[src/design/pmgp_ram.sv]
// Generic RAM with one write port and two registered read ports.
module pmgp_ram #(
  parameter int WIDTH = 8,
  parameter int DEPTH = 16
) (
  input  logic                     clk,
  input  logic                     we,
  input  logic [$clog2(DEPTH)-1:0] waddr,
  input  logic [WIDTH-1:0]         wdata,
  input  logic                     re,
  input  logic [$clog2(DEPTH)-1:0] raddr_a,
  input  logic [$clog2(DEPTH)-1:0] raddr_b,
  output logic [WIDTH-1:0]         rdata_a,
  output logic [WIDTH-1:0]         rdata_b
);

  logic [WIDTH-1:0] mem [0:DEPTH-1];

  // Write port.
  always_ff @(posedge clk) begin
    if (we) begin
      mem[waddr] <= wdata;
    end
  end

  // Registered read ports.
  always_ff @(posedge clk) begin
    if (re) begin
      rdata_a <= mem[raddr_a];
      rdata_b <= mem[raddr_b];
    end
  end

endmodule

[config.mk]
export PLATFORM = sky130hd
export DESIGN_NAME = pmgp_ram
export DESIGN_NICKNAME = d
export VERILOG_FILES = /design/src/design/pmgp_ram.sv
export SDC_FILE = /design/constraint.sdc
export NUM_CORES = 1
export LEC_CHECK = 0
export ABC_CLOCK_PERIOD_IN_PS = 2300
export BUFFER_PORTS_ARGS = -buffer_cell sky130_fd_sc_hd__buf_2
export CAP_MARGIN = 20
export CELL_PAD_IN_SITES_DETAIL_PLACEMENT = 2
export CELL_PAD_IN_SITES_GLOBAL_PLACEMENT = 2
export CORE_UTILIZATION = 25
export DETAILED_ROUTE_END_ITERATION = 12
export GPL_ROUTABILITY_DRIVEN = 1
export PLACE_DENSITY_LB_ADDON = 0.1
export SLEW_MARGIN = 20
export SYNTH_ARGS = -nofsm -noshare
export SYNTH_HDL_FRONTEND = slang
export SYNTH_SLANG_ARGS = --single-unit
[constraint.sdc]
create_clock -name clk -period 2.3 [get_ports clk]
set_input_delay 0.46 -clock clk [delete_from_list [all_inputs] [get_ports clk]]
set_output_delay 0.46 -clock clk [all_outputs]
set_load 0.01 [all_outputs]
# Yosys cells after proc, flatten, opt, wreduce, memory -nomap -nowiden
# Memories as Yosys holds them, arrays and structs flattened. A register that Yosys moved wholly into a read port is not among the register bits.
# Index checks and enable logic that the tools add are counted.
[totals]
register_bits = 0
ramBits = 128
in_bits = 23
out_inout_bits = 16
mem_count = 1
[op_classes]
n_mux = 2
[memory_table]
columns = ["memory", "words", "word_bits", "read_ports", "rd_ports_with_merged_regs", "write_ports", "line_no", "source"]
rows = [
  ["mem", 16, 8, 2, 2, 1, "17", "logic [WIDTH-1:0] mem [0:DEPTH-1];"],
]
[op_table]
columns = ["cell", "count"]
rows = [
  ["two-way mux 1 bit", 2],
]

# Longest topological paths before layout
[logic_depth]
depth_word = 2
ltp_mapped = 5

# Worst setup path after synthesis
# OpenSTA, ideal clock, no wires.
[synth_timing]
path_kind = "input to register"
start = "in waddr[2]"
end = "mem mem[0][0], enable pin"
arrival_time_ns = 1.570
required_time_ns = 1.917
path_slack_ns = 0.347
cell_stages = 2
path_buffers = 0
path_cell_list = "or3b_2 nor3_1"
[synth_lines]
columns = ["item", "line_no", "source"]
rows = [
  ["start: declaration", "8", "input logic [$clog2(DEPTH)-1:0] waddr,"],
  ["end: declaration", "17", ""],
]
# No word-level cell before the write port.

==> results.sh <==
export IMPL_status="completed"
export IMPL_switchingPower_mw=1.45
export IMPL_placed_area_sq_um=7190
export IMPL_finalWirelength_mm=19.6
export IMPL_initial_core_util=0.257
export IMPL_synth_cells=307
export IMPL_yosys_area_top_type="edfxtp_1"
export IMPL_cp_required_ps=2450
export IMPL_drv_cap=0
export IMPL_ys_warn_count=0
export IMPL_period_needed_ps=1740
export IMPL_clockBufferDepth=2
export IMPL_grt_use_total=0.157
export IMPL_synth_ff_latch_count=144
export IMPL_grt_max_degree=24
export IMPL_cts_hold_fix_buffers=0
export IMPL_reg2reg_from="mem[2][0]$_DFFE_PP_"
export IMPL_first_iter_violations=196
export IMPL_worstSetupPathType="input port to flop"
export IMPL_yosys_cell_types_count=19
export IMPL_drtAntennaViolNets=0
export IMPL_reg2reg_depth=3
export IMPL_yosys_top_cells_area="edfxtp_1 (66%), mux4_2 (12%), mux4_1 (11%), a22oi_1 (3.7%), buf_6 (1.0%)"
export IMPL_dpl_cell_count=682
export IMPL_swShare=0.237
export IMPL_fin_skew_ps=8.55
export IMPL_root_buffer="clkbuf_16"
export IMPL_cp_end_kind="flop"
export IMPL_combinationalPowerShare=0.078
export IMPL_grt_ovfl_total=0
export IMPL_numCtsBuffers=17
export IMPL_worstPathArrival_ps=1900
export IMPL_p_clk_frac=0.433
export IMPL_synth_area_per_cell_sq_um=21.2
export IMPL_cellPowerDensity_nw_per_um2=790
export IMPL_cts_clk_slew_worst_paths_ps=70
export IMPL_r2r_slack_ps=660
export IMPL_final_cells=714
export IMPL_final_cell_mix="edfxtp_1 (144), buf_2 (38), mux4_2 (34), a22oi_1 (32), mux4_1 (28)"
export IMPL_max_slew_margin=0.256
export IMPL_hold_end="mem[6][5]$_DFFE_PP_"
export IMPL_hpwl_mm=12.5
export IMPL_syn_nets=330
export IMPL_cts_tree="done"
export IMPL_intPower_mw=4.68
export IMPL_die_h_microns=163
export IMPL_setup_violations=0
export IMPL_cts_sinks=144
export IMPL_fin_nets=394
export IMPL_tns_ps=0
export IMPL_areaGrowthSynthToFinish_pct=19.2
export IMPL_power_frac_seq=0.489
export IMPL_first_pass_iters=4
export IMPL_antenna_cells=0
export IMPL_utilization=0.306
export IMPL_insertion_delay_ps=420
export IMPL_coreArea_sq_um=25300
export IMPL_rsz0062_at_grt="no"
export IMPL_num_vias=3444
export IMPL_rows=58
export IMPL_postCtsSetupBuffers=0
export IMPL_holdCritPathClass="input port to flop"
export IMPL_cp_start_kind="input port"
export IMPL_die_w_microns=163
export IMPL_first_global_vias=3911
export IMPL_final_common_cell="edfxtp_1"
export IMPL_peakVddDrop_mv=0.410
export IMPL_grt_pass1_wl_mm=28.1
export IMPL_synth_seq_area_share=0.665
export IMPL_hold_violations=0
export IMPL_worstHoldStart="wdata[5]"
export IMPL_ioPinCount=39
export IMPL_gp_congestion=0.693
export IMPL_r2r_end="rdata_a[0]$_DFFE_PP_"
export IMPL_io_buffers=38
export IMPL_leakage_nw=2.61
export IMPL_cts_resized=0
export IMPL_hold_path_depth=1
export IMPL_period_share=0.757
export IMPL_fmax_mhz=574
export IMPL_routedWlPerCell_microns=27.5
export IMPL_crit_path_max_fanout=22
export IMPL_synth_top_cell_area_share=0.665
export IMPL_drc_errors=0
export IMPL_drv_slew=0
export IMPL_design_area_sq_um=7750
export IMPL_vias_per_cell=4.82
export IMPL_startpoint="raddr_a[0]"
export IMPL_antenna_found_initial=0
export IMPL_worst_pin_slew_ps=1110
export IMPL_htreeDepth=4
export IMPL_drive_gt1_frac=0.349
export IMPL_synth_area_sq_um=6510
export IMPL_whs_ps=416
export IMPL_die_area_sq_um=26700
[layer usage]
metal | vias up | global-route usage | routed length (microns)
met5 | - | 0 | 0
met4 | 0 | 0.0620 | 231
met3 | 14 | 0.0229 | 477
met2 | 64 | 0.266 | 10200
met1 | 1877 | 0.202 | 8720
li1 | 1489 | - | -
[stage by stage]
| stage | power, mW | setup WS, ps |
|---|---|---|
| CTS | 6.22 | 575 |
| floorplan | 3.32 | 347 |
| global placement | 3.54 | 146 |
| finish | 6.13 | 558 |
| global route | 6.35 | 516 |
| detailed placement | 3.54 | 117 |
[registers in the layout, summed over array words and instances, names as in the netlist]
| name | cells |
|---|---|
| rdata_a | 8 |
| rdata_b | 8 |
| mem | 128 |
[worst max path at each step]
stage / endpoint / slack, ps
after floorplan: mem[0][0]$_DFFE_PP_ / 350
after global placement: rdata_a[1]$_DFFE_PP_ / 150
after detailed placement: rdata_a[1]$_DFFE_PP_ / 120
after CTS: rdata_a[1]$_DFFE_PP_ / 570
after global routing: rdata_a[1]$_DFFE_PP_ / 520
final: rdata_a[1]$_DFFE_PP_ / 560
[cells in the mapped netlist, drive strengths merged]
cell / n
a22oi: 32
and2: 2
and2b: 2
buf: 14
clkdlybuf4s25: 6
edfxtp: 144
mux4: 64
nand2: 17
nand2b: 2
nand3: 1
nand3b: 2
nor2: 14
nor2b: 2
nor3: 4
or3b: 1
[worst max-delay path, cell delays in order]
cell	delay, ps
buf_2	180
buf_12	250
mux4_1	580
a22oi_1	270
nand2_1	140
[final cells by class]
class	instances	area, sq um
flip-flops and latches	144	4320
multi-input cells	143	2010
clock buffers	17	425
clock inverters	15	134
repair buffers	65	443
fillers	2524	17600
well taps	330	413
[cell families (layout without fill, tap and decap cells)]
logic type / after synthesis / count (layout) / share of synthesized area
flip-flops: 144 / 144 / 0.665
multiplexers: 64 / 64 / 0.238
AND/OR/NAND/NOR: 47 / 47 / 0.0335
AO/OA/AOI/OAI: 32 / 32 / 0.0369
buffers and inverters: 20 / 97 / 0.0265
[power by group through the flow]
stage	Sequential, mW	Clock [mW]	Combinational, mW
CTS	3.00	2.73	0.492
detailed placement	3.05	0	0.491
floorplan	3.06	0	0.265
global placement	3.05	0	0.485
finish	3.00	2.65	0.478
global route	3.00	2.83	0.517
No activity file was read; power rests on OpenSTA's default activity.
