### src/design/pmgp_pkg.sv
// Shared types and constants for the particle mesh gather and push block.
package pmgp_pkg;

  // Mesh size limits.
  localparam int MAX_CELLS_X = 64;
  localparam int MAX_CELLS_Y = 64;
  localparam int QW = ($clog2(MAX_CELLS_X) > $clog2(MAX_CELLS_Y)) ?
                      $clog2(MAX_CELLS_X) : $clog2(MAX_CELLS_Y);
  localparam int MESH_DEPTH = (MAX_CELLS_X + 1) * (MAX_CELLS_Y + 1);
  localparam int MESH_AW = $clog2(MESH_DEPTH);
  localparam int DIV_LAT = QW + 1;

  // Field widths.
  localparam int POS_W = 17;
  localparam int FLD_W = 24;
  localparam int NIDX_W = 13;
  localparam int CN_W = 7;
  localparam int POS_ONE = 65536;

  // Configuration register indexes and reset values.
  localparam logic [1:0] REG_CELL_WIDTH_X = 2'd0;
  localparam logic [1:0] REG_CELL_WIDTH_Y = 2'd1;
  localparam logic [1:0] REG_CELLS_X = 2'd2;
  localparam logic [1:0] REG_CELLS_Y = 2'd3;
  localparam logic [POS_W-1:0] CELL_WIDTH_RST = POS_W'(1024);
  localparam logic [CN_W-1:0] CELLS_RST = CN_W'(64);

  // Item functions.
  localparam logic FUNC_WRITE = 1'b0;
  localparam logic FUNC_MOVE = 1'b1;

  typedef struct packed {
    logic func;
    logic [NIDX_W-1:0] node_index;
    logic signed [FLD_W-1:0] node_field;
    logic [POS_W-1:0] pos_x;
    logic [POS_W-1:0] pos_y;
    logic is_active;
    logic batch_end;
  } in_item_t;

  typedef struct packed {
    logic [POS_W-1:0] new_x;
    logic [POS_W-1:0] new_y;
    logic still_active;
    logic batch_done;
  } out_item_t;

endpackage

### src/design/pmgp_div.sv
// Pipelined restoring divider that finds a saturating cell index, one bit a stage.
module pmgp_div (
  input  logic                       clk,
  input  logic                       en,
  input  logic [pmgp_pkg::POS_W-1:0] num,
  input  logic [pmgp_pkg::POS_W-1:0] den,
  output logic                       sat,
  output logic [pmgp_pkg::QW-1:0]    quo
);
  import pmgp_pkg::*;

  localparam int DW = POS_W + QW;

  logic [DW-1:0] rem [0:QW];
  logic [DW-1:0] dv  [0:QW];
  logic [QW-1:0] qv  [0:QW];
  logic          st  [0:QW];

  // First stage flags a quotient at or beyond the index range.
  always_ff @(posedge clk) begin
    if (en) begin
      rem[0] <= DW'(num);
      dv[0]  <= DW'(den);
      qv[0]  <= '0;
      st[0]  <= (DW'(num) >= (DW'(den) << QW));
    end
  end

  // One quotient bit per stage, most significant first.
  for (genvar k = 1; k <= QW; k++) begin : g_bit
    localparam int B = QW - k;
    logic [DW-1:0] sh;
    logic          ge;
    assign sh = dv[k-1] << B;
    assign ge = (rem[k-1] >= sh);
    always_ff @(posedge clk) begin
      if (en) begin
        rem[k] <= ge ? (rem[k-1] - sh) : rem[k-1];
        qv[k]  <= ge ? (qv[k-1] | (QW'(1) << B)) : qv[k-1];
        dv[k]  <= dv[k-1];
        st[k]  <= st[k-1];
      end
    end
  end

  assign sat = st[QW];
  assign quo = qv[QW];

endmodule

### config.mk
export PLATFORM = sky130hd
export DESIGN_NAME = pmgp_div
export DESIGN_NICKNAME = d
export VERILOG_FILES = /design/src/design/pmgp_pkg.sv /design/src/design/pmgp_div.sv
export SDC_FILE = /design/constraint.sdc
export NUM_CORES = 1
export LEC_CHECK = 0
export BUFFER_PORTS_ARGS = -buffer_cell sky130_fd_sc_hd__buf_2
export CAP_MARGIN = 10
export CORE_ASPECT_RATIO = 1.5
export CORE_MARGIN = 2
export CORE_UTILIZATION = 60
export DETAILED_ROUTE_END_ITERATION = 8
export PLACE_DENSITY = 0.79
export SLEW_MARGIN = 20
export SYNTH_ARGS = -nofsm -noshare
export SYNTH_HDL_FRONTEND = slang
export SYNTH_SLANG_ARGS = --single-unit
### constraint.sdc
create_clock -name clk -period 3.1 [get_ports clk]
set_input_delay 0.155 -clock clk [delete_from_list [all_inputs] [get_ports clk]]
set_output_delay 0.155 -clock clk [all_outputs]
set_load 0.01 [all_outputs]
# After elaboration in Yosys (flattened, before gate mapping)
# Memory sizes are Yosys's and may differ from the RTL's.
# Index checks and enable logic that the tools add are counted.
[classes] add_sub_neg=6 n_lt_le_gt_ge=7 muxes=14
[ops] operator="23-bit >= comparator" count=6
[ops] operator="23-bit 2-to-1 mux" count=6
[ops] operator="23-bit subtractor" count=6
[ops] operator="17-bit by 23-bit >= comparator with 1-bit output" count=1
[ops] operator="6-bit 2-to-1 mux" count=1
[ops] operator="5-bit 2-to-1 mux" count=1
[ops] operator="4-bit 2-to-1 mux" count=1
[ops] operator="1-bit 2-to-1 mux" count=3
[ops] operator="3-bit 2-to-1 mux" count=1
[ops] operator="2-bit 2-to-1 mux" count=1
[totals] ff_bits=0 n_memories=4 inputBits=36 out_inout_bits=7 word_cells=31 mem_bits_rw=371
[memory_table] name="dv" depth=7 width=23 read_ports=6 rd_clocked_by_memory_dff=0 write_ports=7 line_no="pmgp_div.sv:15" text="logic [DW-1:0] dv [0:QW];"
[memory_table] name="rem" depth=7 width=23 read_ports=6 rd_clocked_by_memory_dff=0 write_ports=7 line_no="pmgp_div.sv:14" text="logic [DW-1:0] rem [0:QW];"
[memory_table] name="qv" depth=7 width=6 read_ports=7 rd_clocked_by_memory_dff=0 write_ports=7 line_no="pmgp_div.sv:16" text="logic [QW-1:0] qv [0:QW];"
[memory_table] name="st" depth=7 width=1 read_ports=7 rd_clocked_by_memory_dff=0 write_ports=7 line_no="pmgp_div.sv:17" text="logic st [0:QW];"

# Longest topological paths before layout
# Gate-level depths: netlist of run 1.
# An unclocked memory read counts as a cell.
[logic_depth] word_depth=3 ltp_mapped=13 ltp_nobuf=11

# Worst setup path after synthesis of run 1
# OpenSTA, ideal clock, no wires.
[synth_timing] path_kind="register to register" startpoint="mem rem[2][3] (netlist bit)" endpoint="mem rem[3][21] (netlist bit), data pin" path_buffers=0 path_stages_with_launch=12 setup_time_ns=0.254 slack_ns=0.420 synth_period_minus_slack_ns=2.680 t_arrival_ns=2.426 required_ns=2.846 path_cell_list="edfxtp_1 > inv_1 > ha_1 > inv_1 > fa_1 > a211oi_1 > nor3_1 > o2111ai_1 > o211ai_1 > a21o_1 > or3_1 > a21o_1"
[synth_rtl] item="start: declaration" line_no="pmgp_div.sv:14"

==> results of run 1 <==
sequential cells by signal, summed over array words and instances (netlist names):
signal,count
rem,132
dv,102
qv,21
st,7
cells in the final DEF (no fill, tap or decap), drive strengths merged, types with 14 or more instances in the layout:
cell / instances
dlygate4sd3: 34
mux2: 38
o21ai: 54
nand4: 18
a21o: 35
nand3: 17
xnor2: 40
nand2: 72
nor2: 79
a21oi: 88
nor4: 14
nor2b: 16
edfxtp: 262
ha: 108
inv: 135
nor3: 22
xor2: 25
clkbuf: 32
buf: 70
per-layer routing:
layer  vias to the layer above  part of all wire [%]  track usage [%]
li1                       4650                     -                -
met1                      4534                    33             21.3
met2                       202                    58             46.3
met3                        97                   2.9             2.90
met4                         0                   6.0             13.7
met5                         -                     0                0
cells by family after synthesis:
logic type	Yosys count	share of synthesized area, %
xor gates and xnor gates	65	3.97
and+or+nand+nor	282	9.70
adders and majority gates	113	10.1
muxes	47	3.88
AOI/OAI and AO/OA	274	12.9
buffers and inverters	160	4.52
DFF	262	54.9
through the flow:
| stage | power [mW] | TNS (ns) | cells | setup WS [ns] |
|---|---|---|---|---|
| global route | 11.2 | 0 | 1645 | 0.00551 |
| detailed placement | 7.83 | -3.07 | 1565 | -0.323 |
| CTS | 10.7 | 0 | 1643 | 0.0918 |
| finish | 10.7 | 0 | 1645 | 0.0977 |
| floorplan | 6.97 | 0 | 1203 | 0.420 |
| global placement | 7.73 | -2.14 | 1565 | -0.247 |
cell usage after synthesis, drive strengths merged, types with 16 or more instances:
library cell and count:
nand2 72, inv 134, a21o 35, edfxtp 262
nor3 22, o21ai 54, xnor2 40, mux2 38
nand3 17, nand4 18, ha 108, nor2b 16
a21oi 88, nor2 79, xor2 25
worst min path at each step:
| stage | to | slack [ns] | cells after the start |
|---|---|---|---|
| 6_report | dv[0][12]$_DFFE_PP_ | 0.17 | 1 |
| 5_1_grt | dv[0][12]$_DFFE_PP_ | 0.20 | 1 |
| 4_1_cts | dv[0][15]$_DFFE_PP_ | 0.18 | 1 |
| 3_5_place_dp | dv[0][7]$_DFFE_PP_ | 0.35 | 1 |
| 3_3_place_gp | dv[0][4]$_DFFE_PP_ | 0.35 | 1 |
| 2_1_floorplan | dv[0][0]$_DFFE_PP_ | 0.25 | 0 |
worst reg2reg max path, delay by kind of cell (launching register included):
family          cells  cell delay [ns]
fa+ha+maj           2             0.53
simple gates        1             0.15
mux                 1             0.34
buf+inv             3             0.34
compound gates      4             1.03
flops               1             0.35
report_power, final:
| group | switching [mW] | internal, mW |
|---|---|---|
| registers | 0.242 | 4.53 |
| logic | 1.72 | 1.36 |
| clock network | 1.25 | 1.57 |
| total | 3.21 | 7.46 |
cell type report:
type | instances | share of cell area [%]
inverters | 134 | 3.12
clock inverters | 13 | 0.602
well taps | 319 | 2.46
multi-input cells | 781 | 36.1
flip-flops and latches | 262 | 48.5
clock buffers | 31 | 4.00
repair buffers | 105 | 5.22
timing repair:
action,in CTS,in global routing
setup endpoints to repair,16,11
gates resized for setup,3,3
gates cloned,0,1
hold endpoints to repair,34,0
hold buffers,34,0
setup buffers,0,1
pin swaps,0,1
==> impl_metrics.toml, run 1 <==
[grt]
grt_overflow = 0
grt_pass1_vias = 9737
grt_max_degree = 101
grt_antenna_before_repair = 0
track_usage_pct = 23.3
grt_pass1_wl_mm = 45.9

[cells_and_area]
final_nets = 1458
antennaDiodeCount = 0
drive_above_1_share_pct = 13.3
final_area_um2 = 16200
n_fill_cell = 1664
syn2layout_area_growth_pct = 13.2
final_core_util_pct = 68.8
multiInputGateArea_um2 = 5850
regArea_um2 = 7870

[sta]
relSlewSlack_pct = 50.3
finalMaxSlewViolations = 0
fin_crit_sh_pct = 96.8
fmax_ghz = 0.333
hold_ws_ns = 0.167
setup_viol = 0
worst_slew_pin_slew_ns = 0.745
rsz0062_at_grt = "no"
fin_worst_skew_ns = 0.00876
final_hold_viol_count = 0
min_period_ns = 3.00

[setup_path]
critPathKind = "reg -> reg"
cpPeakStageDelay_ns = 0.37
end_kind = "flop"
crit_required_ns = 3.38
critPathMaxFanout = 16
slowest_stage = "fa_2"
cp.arrival_ns = 3.28
reg2reg_depth = 11
crit_end = "rem[3][4]$_DFFE_PP_"
path_cells = "inv_1 -> ha_1 -> inv_1 -> fa_2 -> a211oi_2 -> nor3_1 -> o2111ai_1 -> o211ai_1 -> a211oi_2 -> buf_12 -> mux2_2"
crit_buf_inv = 3
cp-start-kind = "flop"
cp_top_family = "compound AO/OA/AOI/OAI gates"
cp.depth = 11
reg2reg_slack_ns = 0.1
startpoint = "rem[2][3]$_DFFE_PP_"
r2r_start = "rem[2][3]$_DFFE_PP_"
reg2reg_to = "rem[3][4]$_DFFE_PP_"

[detailed_routing]
ant_nets = 0
dr_total_vias = 9483
wl_mm = 28.9
routedWlPerCell_um = 17.6
dr.pass1.iters = 5
drc_errors = 0
drt_iter0_markers = 393
vias_per_cell = 5.76

[clock_tree]
cts.htree.levels = 1
clkTransAtPathRegs_ns = 0.06
cts.sinks = 262
clk_path_buf_depth = 3
cts_tree = "built"
cts-root-buf = "clkbuf_16"
cts_buffers = 25
clock_insertion_delay_worst_skew_ns = 0.53

[yosys]
synth_edf_count = 262
postSynthCellCount = 1203
synth_fp_nets = 1352
yosysTopAreaCell = "edfxtp_1"
yosysUniqueCellTypes = 78
yosysWarnings = 0
ys_ff_latch = 262
synth.avg_cell_area_um2 = 11.9
ys_seq_area_share_pct = 54.9
synth-async-reset-ratio_pct = 0
synth_area_um2 = 14300
synth_top_area_share_pct = 54.9
netlist_top_cells_area = "edfxtp_1 55%, ha_1 9.4%, inv_1 3.5%"
synthFlopType = "edfxtp_1"

[die]
rows = 69
die_h_um = 193
dieArea_um2 = 25100
die_w_um = 130
core_um2 = 23600
initial_utilization_pct = 60.8
ios = 43

[hold_path]
min_from = "en"
min_path_type = "in -> reg"

[pwr]
power.density_nw_per_um2 = 658
leakagePower_nw = 6.59
vdd_ir_drop_max_mv = 0.511

[placed_design]
port_buffers = 42
dpl.hpwl_mm = 21.6
gp_congestion = 0.935
placedInstanceArea_um2 = 15100

[outcome]
outcome = "finished, final reports clean"

[run]
cap_violations = 0
No activity file was read; power rests on OpenSTA's default activity.
==> run 2, diff against run 1 <==
CORE_UTILIZATION = 57   (was 60)
clock period = 2.73 ns   (was 3.1 ns; I/O delays follow)
==> run 2 against run 1 <==
Compared with the run above: the flow now finishes with violations (negative setup slack); worst hold slack worse by 0.056 ns; die area grew 5.1%; power increased by 26%; global-route usage down 0.16 points; sequential power increased by 14%; register-to-register slack lost 0.29 ns; routed wire length rose by 8.3%; clock power increased by 36%; combinational power rose by 34%; clock skew increased by 0.0075 ns; sequential share of layout area decreased by 4.1 points; first-iteration DRC count decreased by 5.1%; largest power group unchanged; highest routed layer unchanged.
==> impl_metrics.toml, run 2 (synthesis results as in run 1) <==
[outcome]
outcome = "finished with violations"
failed_checks = "negative setup slack"

[setup_path]
crit_required_ns = 3.04
reg2reg_depth = 11
critPathKind = "reg -> reg"
critPathMaxFanout = 6
reg2reg_to = "rem[3][4]$_DFFE_PP_"
r2r_start = "rem[2][3]$_DFFE_PP_"
end_kind = "flop"
cp.arrival_ns = 3.23
cp-start-kind = "flop"
reg2reg_slack_ns = -0.19

[pwr]
leakagePower_nw = 7.32
vdd_ir_drop_max_mv = 0.467
power.density_nw_per_um2 = 758

[hold_path]
whs_path_depth = 1
min_from = "en"
holdPathEnd = "dv[0][14]$_DFFE_PP_"
min_path_type = "in -> reg"

[detailed_routing]
drt_iter0_markers = 373
wl_mm = 31.3
vias_per_cell = 5.70
dr.pass1.iters = 5
routedWlPerCell_um = 17.7
dr_total_vias = 10100
ant_nets = 0
drc_errors = 0

[sta]
fin_crit_sh_pct = 107
worst_slew_pin_slew_ns = 0.684
finalMaxSlewViolations = 0
fin_worst_skew_ns = 0.0163
setup_viol = 18
relSlewSlack_pct = 54.4
min_period_ns = 2.92
final_hold_viol_count = 0
rsz0062_at_grt = "yes"
fmax_ghz = 0.342
hold_ws_ns = 0.111
setup_slack_ns = -0.191

[placed_design]
dp_cells = 1648
dpl.hpwl_mm = 22.2
pre_cts_slack_ns = -0.541
port_buffers = 42
gp_congestion = 0.954

[cells_and_area]
final_core_util_pct = 71.2
n_fill_cell = 1702
layout.cells.non_filler = 1766
antennaDiodeCount = 0
syn2layout_area_growth_pct = 23.6
drive_above_1_share_pct = 24.1
final_common_cell = "edfxtp_1"
final_nets = 1567
regMostFlops = "rem"
multiInputGateArea_um2 = 6300
reg_top3 = "rem (132), dv (102), qv (21)"
regArea_um2 = 7870
largest_register_ffs = 132
mostFrequentLayoutCells = "262 x edfxtp_1, 129 x inv_1, 122 x buf_4"

[clock_tree]
cts_buffers = 26
cts.sinks = 262
clock_insertion_delay_worst_skew_ns = 0.56
cts-root-buf = "clkbuf_16"
cts.htree.levels = 1
cts_tree = "built"
clk_path_buf_depth = 3
clkTransAtPathRegs_ns = 0.06

[die]
ios = 43
rows = 71
die_h_um = 198
initial_utilization_pct = 57.6
die_w_um = 133
dieArea_um2 = 26400
core_um2 = 24900

[run]
cap_violations = 0

[grt]
track_usage_pct = 23.1
grt_max_degree = 87
grt_pass1_wl_mm = 48.3
grt_antenna_before_repair = 0
grt_overflow = 0
grt_pass1_vias = 10400
-- run 2: cell count changes in the layout (fill, tap and decap cells not counted), moves of 10 or more --
cell / delta
buf_4: +98
ha_1: -13
o21ai_0: -18
ha_4: +11
o21ai_2: +10
mux2_4: +15
mux2_2: -15
-- run 2: area by class of cell --
type	count	area share [%]
clock inverter	17	1.42
clock buffer	31	3.78
timing repair buffer	212	9.53
timing repair inverter	1	0.0495
multi-input combinational	781	35.6
inverter	134	2.88
tap	328	2.32
sequential	262	44.4
-- run 2: repair_timing --
action	in CTS	in global routing
resized for setup	29	96
setup endpoints to repair	56	70
setup buffers	8	28
hold buffers	34	0
hold endpoints to repair	34	0
pin swaps	12	43
cloned	0	2
-- run 2: critical path, cell delays in order, from the launching register on --
cell and delay [ns]:
edfxtp_1 0.39, inv_2 0.09, ha_4 0.14, inv_4 0.04, fa_2 0.37, a211oi_4 0.33
nor3_4 0.11, o2111ai_2 0.21, o211ai_1 0.19, a211oi_2 0.30, buf_6 0.20, mux2_4 0.31
-- run 2: worst max-delay path by stage --
stage	from	slack, ns	cells after the start	to
3_5_place_dp	rem[0][12]$_DFFE_PP_	-0.54	8	rem[1][8]$_DFFE_PP_
4_1_cts	rem[2][3]$_DFFE_PP_	-0.09	11	rem[3][4]$_DFFE_PP_
2_1_floorplan	rem[2][3]$_DFFE_PP_	0.05	11	rem[3][21]$_DFFE_PP_
3_3_place_gp	rem[0][12]$_DFFE_PP_	-0.48	8	rem[1][8]$_DFFE_PP_
6_report	rem[2][3]$_DFFE_PP_	-0.19	11	rem[3][4]$_DFFE_PP_
5_1_grt	rem[2][3]$_DFFE_PP_	-0.32	11	rem[3][4]$_DFFE_PP_
-- run 2: power breakdown --
group / switching, mW / internal, mW
combinational: 2.15 / 1.99
clock: 1.51 / 2.32
sequential: 0.295 / 5.14
total: 3.96 / 9.46
-- run 2: metal layers --
layer  global-route usage (%)  vias up  wire length [um]
li1                         -     4876                 -
met1                     20.6     4804             10400
met2                     47.9      272             17900
met3                     2.64      121               975
met4                     13.8        0              2040
met5                        0        -                 0
-- run 2: through the flow --
step | power, mW | TNS (ns) | cell area, um^2
after floorplan | 7.92 | 0 | 14300
after global placement | 9.02 | -6.69 | 15600
after detailed placement | 9.14 | -9.27 | 15600
after CTS | 13.1 | -0.165 | 17100
after global routing | 14.0 | -4.35 | 17700
final | 13.4 | -1.28 | 17700
==> run 3, diff against run 2 <==
--- a/config.mk
+++ b/config.mk
@@ -8,5 +8,5 @@
 export BUFFER_PORTS_ARGS = -buffer_cell sky130_fd_sc_hd__buf_2
 export CAP_MARGIN = 10
-export CORE_ASPECT_RATIO = 1.5
+export CORE_ASPECT_RATIO = 2
 export CORE_MARGIN = 2
 export CORE_UTILIZATION = 57
==> constraint.sdc (replaced) <==
create_clock -name clk -period 2.73 [get_ports clk]
set_input_delay 0.1365 -clock clk [delete_from_list [all_inputs] [get_ports clk]]
set_output_delay 0.1365 -clock clk [all_outputs]
set_load 0.005 [all_outputs]
==> run 3 against run 2 <==
Compared with the run above: the run still ends with negative setup slack left; die area up 0.19%; via count is 0.42% higher; final area decreased by 0.91%; core utilization shrank 0.81 points; non-clock buffer count up 22; power decreased by 4.9%; combinational power is essentially flat.
==> impl_metrics.toml, run 3 (synthesis results as in run 1) <==
[outcome]
outcome = "finished with violations"
failed_checks = "negative setup slack"

[detailed_routing]
vias_per_cell = 5.65
wl_mm = 34.4
drt_iter0_markers = 483
drc_errors = 0
dr.pass1.iters = 7
routedWlPerCell_um = 19.2
dr_total_vias = 10100
ant_nets = 0

[sta]
setup_viol = 20
setup_slack_ns = -0.134
final_hold_viol_count = 0
setup_tns_ns = -1.40
fmax_ghz = 0.349
rsz0062_at_grt = "yes"
fin_worst_skew_ns = 0.00836
worst_slew_pin_slew_ns = 0.566
fin_crit_sh_pct = 105
hold_ws_ns = 0.330
relSlewSlack_pct = 61.9
finalMaxSlewViolations = 0
min_period_ns = 2.86

[setup_path]
cpPeakStageDelay_ns = 0.41
r2r_start = "rem[2][3]$_DFFE_PP_"
slowest_stage = "fa_2"
reg2reg_depth = 11
crit_buf_inv = 3
crit_required_ns = 3.01
cp-start-kind = "flop"
startpoint = "rem[2][3]$_DFFE_PP_"
cp.arrival_ns = 3.15
critPathKind = "reg -> reg"
reg2reg_to = "rem[3][4]$_DFFE_PP_"
end_kind = "flop"
cp_top_family = "compound AO/OA/AOI/OAI gates"
critPathMaxFanout = 5
reg2reg_slack_ns = -0.13
path_cells = "inv_2 -> ha_4 -> inv_4 -> fa_2 -> a211oi_4 -> nor3_4 -> o2111ai_1 -> o211ai_1 -> a211oi_2 -> buf_4 -> mux2_4"

[cells_and_area]
drive_above_1_share_pct = 24.8
final_area_um2 = 17500
largest_register_ffs = 132
final_core_util_pct = 70.4
reg_top3 = "rem (132), dv (102), qv (21)"
mostFrequentLayoutCells = "262 x edfxtp_1, 147 x buf_4, 126 x inv_1"
antennaDiodeCount = 0
syn2layout_area_growth_pct = 22.5
final_nets = 1586
regMostFlops = "rem"
final_common_cell = "edfxtp_1"

[clock_tree]
clkTransAtPathRegs_ns = 0.07
clk_path_buf_depth = 3
cts-root-buf = "clkbuf_16"
cts.sinks = 262
cts.htree.levels = 1
cts_tree = "built"
clock_insertion_delay_worst_skew_ns = 0.53
cts_buffers = 23

[grt]
met1_usage_pct = 20.0
grt_util_met3_pct = 2.28
grt_pass1_wl_mm = 51.6
grt-busiest-layer = "met2"
grt_overflow = 0
track_usage_pct = 25.6
grt_antenna_before_repair = 0
grt_pass1_vias = 10900
grt_max_degree = 89
gr-usage-met2_pct = 53.3

[die]
rows = 82
ios = 43
core_um2 = 24900
dieArea_um2 = 26500
initial_utilization_pct = 57.4
die_w_um = 116
die_h_um = 228

[run]
cap_violations = 0

[placed_design]
port_buffers = 42
pre_cts_slack_ns = -0.377
gp_congestion = 0.952
placedInstanceArea_um2 = 15900
dpl.hpwl_mm = 25.6

[pwr]
vdd_ir_drop_max_mv = 0.590
leakagePower_nw = 7.27
power.density_nw_per_um2 = 727

[hold_path]
min_from = "den[9]"
holdPathEnd = "dv[0][9]$_DFFE_PP_"
whs_path_depth = 2
min_path_type = "in -> reg"
## run 3: cell count changes in the layout (fill, tap and decap cells not counted), moves of 4 or more
cell | before | now
o21ai_0 | 33 | 41
o21ai_1 | 10 | 5
ha_4 | 11 | 6
bufinv_16 | 6 | 2
clkbuf_1 | 5 | 0
buf_4 | 122 | 147
mux2_2 | 13 | 19
mux2_4 | 25 | 19
## run 3: routing by layer
| metal | wire length [um] | vias to the layer above |
|---|---|---|
| met3 | 688 | 142 |
| met1 | 9960 | 4854 |
| met5 | 0 | - |
| met4 | 2810 | 0 |
| li1 | - | 4890 |
| met2 | 20900 | 229 |
## run 3: layout make-up
class / instances / area [um^2]
timing repair inverter: 1 / 6.26
clock inverter: 18 / 150
multi-input combinational: 781 / 6170
inverter: 134 / 510
sequential: 262 / 7870
fill: 1773 / 7390
tap: 336 / 420
clock buffer: 23 / 576
timing repair buffer: 234 / 1840
## run 3: metrics by stage
stage,power [mW],instances
final,12.8,1789
after global routing,13.4,1789
after CTS,12.6,1770
after detailed placement,9.34,1689
after global placement,9.20,1689
after floorplan,7.91,1203
## run 3: power breakdown
group	internal [mW]	leakage (nW)	total, mW	switching [mW]
combinational	1.94	4.36	4.14	2.20
sequential	5.14	2.56	5.42	0.284
clock	1.74	0.354	3.19	1.45
total	8.82	7.27	12.8	3.94
## run 3: worst max path at each step
stage / slack, ns / cells past startpoint / to
2_1_floorplan: 0.05 / 11 / rem[3][21]$_DFFE_PP_
3_3_place_gp: -0.30 / 12 / rem[3][21]$_DFFE_PP_
3_5_place_dp: -0.38 / 12 / rem[3][21]$_DFFE_PP_
4_1_cts: -0.09 / 13 / rem[3][21]$_DFFE_PP_
5_1_grt: -0.22 / 13 / rem[3][21]$_DFFE_PP_
6_report: -0.13 / 11 / rem[3][4]$_DFFE_PP_
## run 3: repair_timing
action / 4_1_cts / 5_1_grt
gates resized for setup: 21 / 76
hold endpoints to repair: 60 / 0
hold buffers: 35 / 0
gates cloned: 0 / 2
pin swaps: 12 / 32
buffers inserted: 6 / 18
endpoints found under the setup margin: 53 / 67
